File: src/bogadd_pkg.sv
// shared types and constants for the bilinear offset grid adder
`timescale 1ns / 1ps

package bogadd_pkg;

   localparam int DEF_MAX_X_NODES = 16;
   localparam int DEF_MAX_Y_NODES = 16;
   localparam int GRID_DEPTH      = 256;

   localparam logic [16:0] ONE_Q16 = 17'h10000;

   typedef enum logic [1:0] {
      ACT_LOAD_X    = 2'd0,
      ACT_LOAD_Y    = 2'd1,
      ACT_LOAD_GRID = 2'd2,
      ACT_PIXEL     = 2'd3
   } action_type;

   typedef enum logic [3:0] {
      CSR_X_COUNT = 4'd0,
      CSR_Y_COUNT = 4'd1
   } csr_index_type;

   typedef enum logic [4:0] {
      OP_NONE,
      OP_ACCEPT,
      OP_RD_FIRST,
      OP_CLIP_LO,
      OP_RD_LAST,
      OP_CLIP_HI,
      OP_RD_SCAN,
      OP_TEST,
      OP_CLAMP,
      OP_RD_LO,
      OP_GET_LO,
      OP_RD_HI,
      OP_GET_HI,
      OP_DIV_INIT,
      OP_DIV_STEP,
      OP_SAVE_W,
      OP_BASE,
      OP_GRD,
      OP_MUL,
      OP_ACC,
      OP_FINISH
   } op_type;

   typedef struct packed {
      logic req_pixel;
      logic scan_end;
      logic div_done;
      logic axis_y;
      logic corners_done;
      logic out_busy;
   } status_type;

endpackage

File: src/bogadd_ctrl.sv
// controller state machine sequencing the pixel datapath
`timescale 1ns / 1ps

module bogadd_ctrl import bogadd_pkg::*; (
   input  logic       clock,
   input  logic       reset,
   input  logic       req_valid,
   output logic       req_ready,
   input  status_type status,
   output op_type     cmd
);

   typedef enum logic [19:0] {
      S_IDLE      = 20'h00001,
      S_RD_FIRST  = 20'h00002,
      S_CLIP_LO   = 20'h00004,
      S_RD_LAST   = 20'h00008,
      S_CLIP_HI   = 20'h00010,
      S_SCAN_RD   = 20'h00020,
      S_SCAN_TEST = 20'h00040,
      S_CLAMP     = 20'h00080,
      S_RD_LO     = 20'h00100,
      S_GET_LO    = 20'h00200,
      S_RD_HI     = 20'h00400,
      S_GET_HI    = 20'h00800,
      S_DIV_INIT  = 20'h01000,
      S_DIV_STEP  = 20'h02000,
      S_SAVE_W    = 20'h04000,
      S_BASE      = 20'h08000,
      S_GRD       = 20'h10000,
      S_MUL       = 20'h20000,
      S_ACC       = 20'h40000,
      S_FINISH    = 20'h80000
   } state_type;

   state_type state_ff, state_in;

   always_ff @(posedge clock) begin
      if (reset) begin
         state_ff <= S_IDLE;
      end else begin
         state_ff <= state_in;
      end
   end

   assign req_ready = state_ff == S_IDLE;

   always_comb begin
      state_in = state_ff;
      cmd      = OP_NONE;
      case (state_ff)
         S_IDLE: begin
            if (req_valid) begin
               cmd = OP_ACCEPT;
               if (status.req_pixel) begin
                  state_in = S_RD_FIRST;
               end
            end
         end
         S_RD_FIRST: begin
            cmd      = OP_RD_FIRST;
            state_in = S_CLIP_LO;
         end
         S_CLIP_LO: begin
            cmd      = OP_CLIP_LO;
            state_in = S_RD_LAST;
         end
         S_RD_LAST: begin
            cmd      = OP_RD_LAST;
            state_in = S_CLIP_HI;
         end
         S_CLIP_HI: begin
            cmd      = OP_CLIP_HI;
            state_in = S_SCAN_RD;
         end
         S_SCAN_RD: begin
            if (status.scan_end) begin
               state_in = S_CLAMP;
            end else begin
               cmd      = OP_RD_SCAN;
               state_in = S_SCAN_TEST;
            end
         end
         S_SCAN_TEST: begin
            cmd      = OP_TEST;
            state_in = S_SCAN_RD;
         end
         S_CLAMP: begin
            cmd      = OP_CLAMP;
            state_in = S_RD_LO;
         end
         S_RD_LO: begin
            cmd      = OP_RD_LO;
            state_in = S_GET_LO;
         end
         S_GET_LO: begin
            cmd      = OP_GET_LO;
            state_in = S_RD_HI;
         end
         S_RD_HI: begin
            cmd      = OP_RD_HI;
            state_in = S_GET_HI;
         end
         S_GET_HI: begin
            cmd      = OP_GET_HI;
            state_in = S_DIV_INIT;
         end
         S_DIV_INIT: begin
            cmd      = OP_DIV_INIT;
            state_in = S_DIV_STEP;
         end
         S_DIV_STEP: begin
            if (status.div_done) begin
               state_in = S_SAVE_W;
            end else begin
               cmd = OP_DIV_STEP;
            end
         end
         S_SAVE_W: begin
            cmd      = OP_SAVE_W;
            state_in = status.axis_y ? S_BASE : S_RD_FIRST;
         end
         S_BASE: begin
            cmd      = OP_BASE;
            state_in = S_GRD;
         end
         S_GRD: begin
            if (status.corners_done) begin
               state_in = S_FINISH;
            end else begin
               cmd      = OP_GRD;
               state_in = S_MUL;
            end
         end
         S_MUL: begin
            cmd      = OP_MUL;
            state_in = S_ACC;
         end
         S_ACC: begin
            cmd      = OP_ACC;
            state_in = S_GRD;
         end
         S_FINISH: begin
            if (!status.out_busy) begin
               cmd      = OP_FINISH;
               state_in = S_IDLE;
            end
         end
         default: state_in = S_IDLE;
      endcase
   end

endmodule

File: config.mk
export PLATFORM = sky130hd
export DESIGN_NAME = bogadd_ctrl
export DESIGN_NICKNAME = d
export VERILOG_FILES = /design/src/bogadd_pkg.sv /design/src/bogadd_ctrl.sv
export SDC_FILE = /design/constraint.sdc
export NUM_CORES = 1
export LEC_CHECK = 0
export CAP_MARGIN = 40
export CORE_UTILIZATION = 60
export CTS_CLUSTER_SIZE = 24
export DETAILED_ROUTE_END_ITERATION = 16
export DONT_BUFFER_PORTS = 1
export GPL_ROUTABILITY_DRIVEN = 0
export MAX_ROUTING_LAYER = met4
export PLACE_DENSITY = 0.79
export SYNTH_ARGS = -nofsm -noshare
export SYNTH_HDL_FRONTEND = slang
export SYNTH_SLANG_ARGS = --single-unit
File: constraint.sdc
create_clock -name clock -period 3.3 [get_ports clock]
set_input_delay 0.495 -clock clock [delete_from_list [all_inputs] [get_ports clock]]
set_output_delay 0.495 -clock clock [all_outputs]
set_load 0.02 [all_outputs]
==> qor.tcl <==
set qor(run_status) {finished, final reports clean}
set qor(worst_setup_path_start_kind) {flip-flop}
set qor(critical_path.max_stage_delay_ps) 550
set qor(rows) 16
set qor(routed_wl_um) 2830
set qor(worstPathMaxFanout) 7
set qor(final-hold-violation-count) 0
set qor(synth-warning-count) 0
set qor(cp_cell_sequence) {nor4_4 > and2_4 > nand3_1 > or4_1 > o2111ai_1}
set qor(dieArea_um2) 2330
set qor(cts-hold-fix-buffers) 0
set qor(slew_headroom_pct) 51.0
set qor(rr_worst_depth) 6
set qor(ant_nets) 0
set qor(worst_path_cell_with_the_longest_stage_delay) {sky130_fd_sc_hd__or4_1}
set qor(end_kind) {output port}
set qor(antennaDiodeCount) 0
set qor(syn_avg_cell_area_um2) 8.34
set qor(r2r_slack_ps) 1180
set qor(dp_hpwl_um) 2150
set qor(reg2reg_from) {state_ff[1]}
set qor(clk_pin_slew_worst_paths_ps) 120
set qor(min_path_cells) 1
set qor(place.port_buffers) 0
set qor(grt_overflow) 0
set qor(die_x_um) 48.3
set qor(synthesis.area_um2) 1280
set qor(tritoncts_clock_tree) {built}
set qor(data_required_time_of_the_critical_path_ps) 2800
set qor(period_minus_slack_ps) 2990
set qor(layout_worst_path_cycle_share_pct) 90.6
set qor(remaining_drc_errors) 0
set qor(nNetsFinal) 159
set qor(design.core.area_um2) 1980
set qor(syn_nets) 163
set qor(cts_made_buffers) 3
set qor(max_freq_ghz) 0.334
set qor(cp_data_arrival_time_ps) 2490
set qor(critPathKind) {flip-flop to output port}
set qor(total_switching_power_uw) 103
set qor(clkPwrFrac_pct) 33.6
set qor(first_global_vias) 958
set qor(cts_root_buffer) {sky130_fd_sc_hd__clkbuf_4}
set qor(clock_latency_ps) 310
set qor(timing.clock.skew_ps) 8.02
set qor(synthesis.instances) 154
set qor(initial_utilization_pct) 64.8
set qor(maxCapViolCount) 0
set qor(post_route_cells_drive_above_1_share_pct) 11.4
set qor(grt_util_all_layers_pct) 28.9
set qor(vias) 1145
set qor(clock-sinks) 20
set qor(p_sw_share_pct) 23.9
set qor(floorplan.io_pins) 15
set qor(final.fill_count) 170
set qor(dominantRegCellSynth) {sky130_fd_sc_hd__dfxtp_1}
set qor(postCtsSetupRepairBufs) 0
set qor(share_comb_of_total_power_pct) 9.1
set qor(worst_path_dominant_cell_family) {simple AND/OR/NAND/NOR gates}
set qor(power_leakage_uw) 0.000483
set qor(grt_start_max_net_pins) 18
set qor(max_reg_flops) 20
set qor(most_flop_heavy_register) {state_ff}
set qor(vdd_ir_drop_max_mv) 0.299
set qor(critical_path.reg2reg.endpoint) {state_ff[0]}
set qor(worst-path-buf-inv) 0
set qor(netlist-cell-type-count) 44
set qor(synth.yosys.seq_area_share_pct) 31.2
set qor(cts_resized) 0
set qor(post_synth_edffs) 0
set qor(buffers_from_clock_root_to_sink_at_most) 2
set qor(class_of_the_tightest_hold_or_removal_check) {input pin to flip-flop}
set qor(grt_antenna_before_repair) 0
set qor(drt_first_iter_violations) 27
set qor(chipHeight_um) 48.3
set qor(global_route_wire_length_before_repair_um) 4390
set qor(drt-wirelength-per-cell_um) 16.1
set qor(rsz0062_at_grt) {false}
set qor(timing.final.setup_violations) 0
set qor(power_density_nw_per_um2) 327
set qor(via_per_inst) 6.51
set qor(hold_path_end) {state_ff[12]}
set qor(largestRegisters) {state_ff (20)}
set qor(p_seq_share_pct) 57.3
set qor(fin_hold_ws_ps) 235
set qor(final_max_slew_viol_count) 0
set qor(p_int_uw) 328
set qor(area_growth_syn_to_layout_pct) 2.63
set qor(firstDrtPassIters) 4
set qor(hold_path.startpoint) {reset}
set qor(cts_max_level) 1
set qor(worstMarginPinSlew_ps) 728
set qor(tns_ps) 0
set qor(ys_ff_latch) 20
set qor(asyncSetResetFlopFracSynth_pct) 0
logic make-up after synthesis:
group                  Yosys count  synth area share (%)
AO/OA/AOI/OAI                   19                  9.06
XOR/XNOR                         7                  4.78
buffers and inverters           13                  4.29
flip-flops                      20                  31.2
multiplexers                     2                  1.56
AND/OR/NAND/NOR                 93                  49.1
layer usage:
layer	track usage, %	up-vias	part of all wire [%]
li1	-	562	-
met1	36.6	534	44
met2	43.2	38	48
met3	6.30	11	5.3
met4	14.4	0	2.9
met5	-	-	0
synth_stat cells (2+ instances only):
master / count / share of area (%)
sky130_fd_sc_hd__dfxtp_1: 20 / 31
sky130_fd_sc_hd__nor2_1: 18 / 5.3
sky130_fd_sc_hd__nand2_1: 10 / 2.9
sky130_fd_sc_hd__nor3b_1: 9 / 5.3
sky130_fd_sc_hd__nor3_1: 8 / 3.1
sky130_fd_sc_hd__nand3_1: 7 / 2.7
sky130_fd_sc_hd__a21oi_1: 6 / 2.3
sky130_fd_sc_hd__clkbuf_1: 5 / 1.5
sky130_fd_sc_hd__or4_1: 5 / 2.9
sky130_fd_sc_hd__xnor2_1: 5 / 3.4
sky130_fd_sc_hd__buf_2: 4 / 1.6
sky130_fd_sc_hd__nor4_1: 4 / 1.9
sky130_fd_sc_hd__o21ai_0: 4 / 1.6
sky130_fd_sc_hd__inv_1: 3 / 0.88
sky130_fd_sc_hd__nand3b_1: 3 / 1.8
sky130_fd_sc_hd__nand4_1: 3 / 1.5
sky130_fd_sc_hd__nor2b_1: 3 / 1.5
sky130_fd_sc_hd__nor4_4: 3 / 5.0
sky130_fd_sc_hd__a31oi_1: 2 / 0.97
sky130_fd_sc_hd__and4b_1: 2 / 1.6
sky130_fd_sc_hd__mux2i_1: 2 / 1.6
sky130_fd_sc_hd__nand4b_1: 2 / 1.4
sky130_fd_sc_hd__nor4_2: 2 / 1.9
sky130_fd_sc_hd__o31ai_1: 2 / 1.2
sky130_fd_sc_hd__or3_1: 2 / 0.97
sky130_fd_sc_hd__xor2_1: 2 / 1.4
power by group through the flow:
stage / Sequential [uW] / Combinational [uW] / Clock, uW
2_1_floorplan: 252 / 33.8 / 0
3_3_place_gp: 252 / 37.0 / 0
3_5_place_dp: 253 / 38.4 / 0
4_1_cts: 247 / 38.6 / 150
5_1_grt: 248 / 42.4 / 160
6_report: 247 / 39.0 / 145
layout make-up:
cell class	count	area (um2)	area share (%)
tap	27	33.8	2.56
sequential	20	400	30.4
inverter	3	11.3	0.855
clock buffer	4	36.3	2.75
multi-input combinational	121	828	62.9
timing repair buffer	1	7.51	0.570
per-stage QoR:
step / setup slack, ps / power (uW) / util [%] / cells / instance area [um2]
finish: 310 / 431 / 66.5 / 176 / 1320
floorplan: 832 / 285 / - / 154 / 1280
CTS: 335 / 436 / 66.5 / 176 / 1320
detailed placement: 710 / 291 / 64.6 / 172 / 1280
global route: 205 / 450 / 66.5 / 176 / 1320
global placement: 788 / 289 / 64.6 / 172 / 1280
cells in the final DEF (no fill, tap or decap), drive strengths merged:
cell type	n
and4	1
a211oi	1
buf	1
xor2	2
or3	2
and2	1
nor3	8
a31oi	2
nor2	18
nor4	9
or4	6
inv	3
o21ai	4
o22ai	1
a21oi	6
nand4	4
nand3	8
dfxtp	20
clkbuf	4
nor3b	9
mux2i	2
nand2	11
nor2b	3
nand3b	3
and3	2
o21a	1
nand4b	2
a32oi	1
o2111ai	1
nor4b	2
nand2b	1
or2b	1
o31ai	2
and4b	2
xnor2	5
how the worst max path moves through the flow:
stage,startpoint,endpoint,slack [ps],depth (start not counted)
CTS,state_ff[1],cmd[2],330,5
global placement,state_ff[16],cmd[2],790,5
detailed placement,state_ff[1],cmd[2],710,5
global route,state_ff[1],cmd[2],210,5
floorplan,state_ff[8],cmd[0],830,6
finish,state_ff[1],cmd[2],310,5
Power figures use the tool's default switching activity.
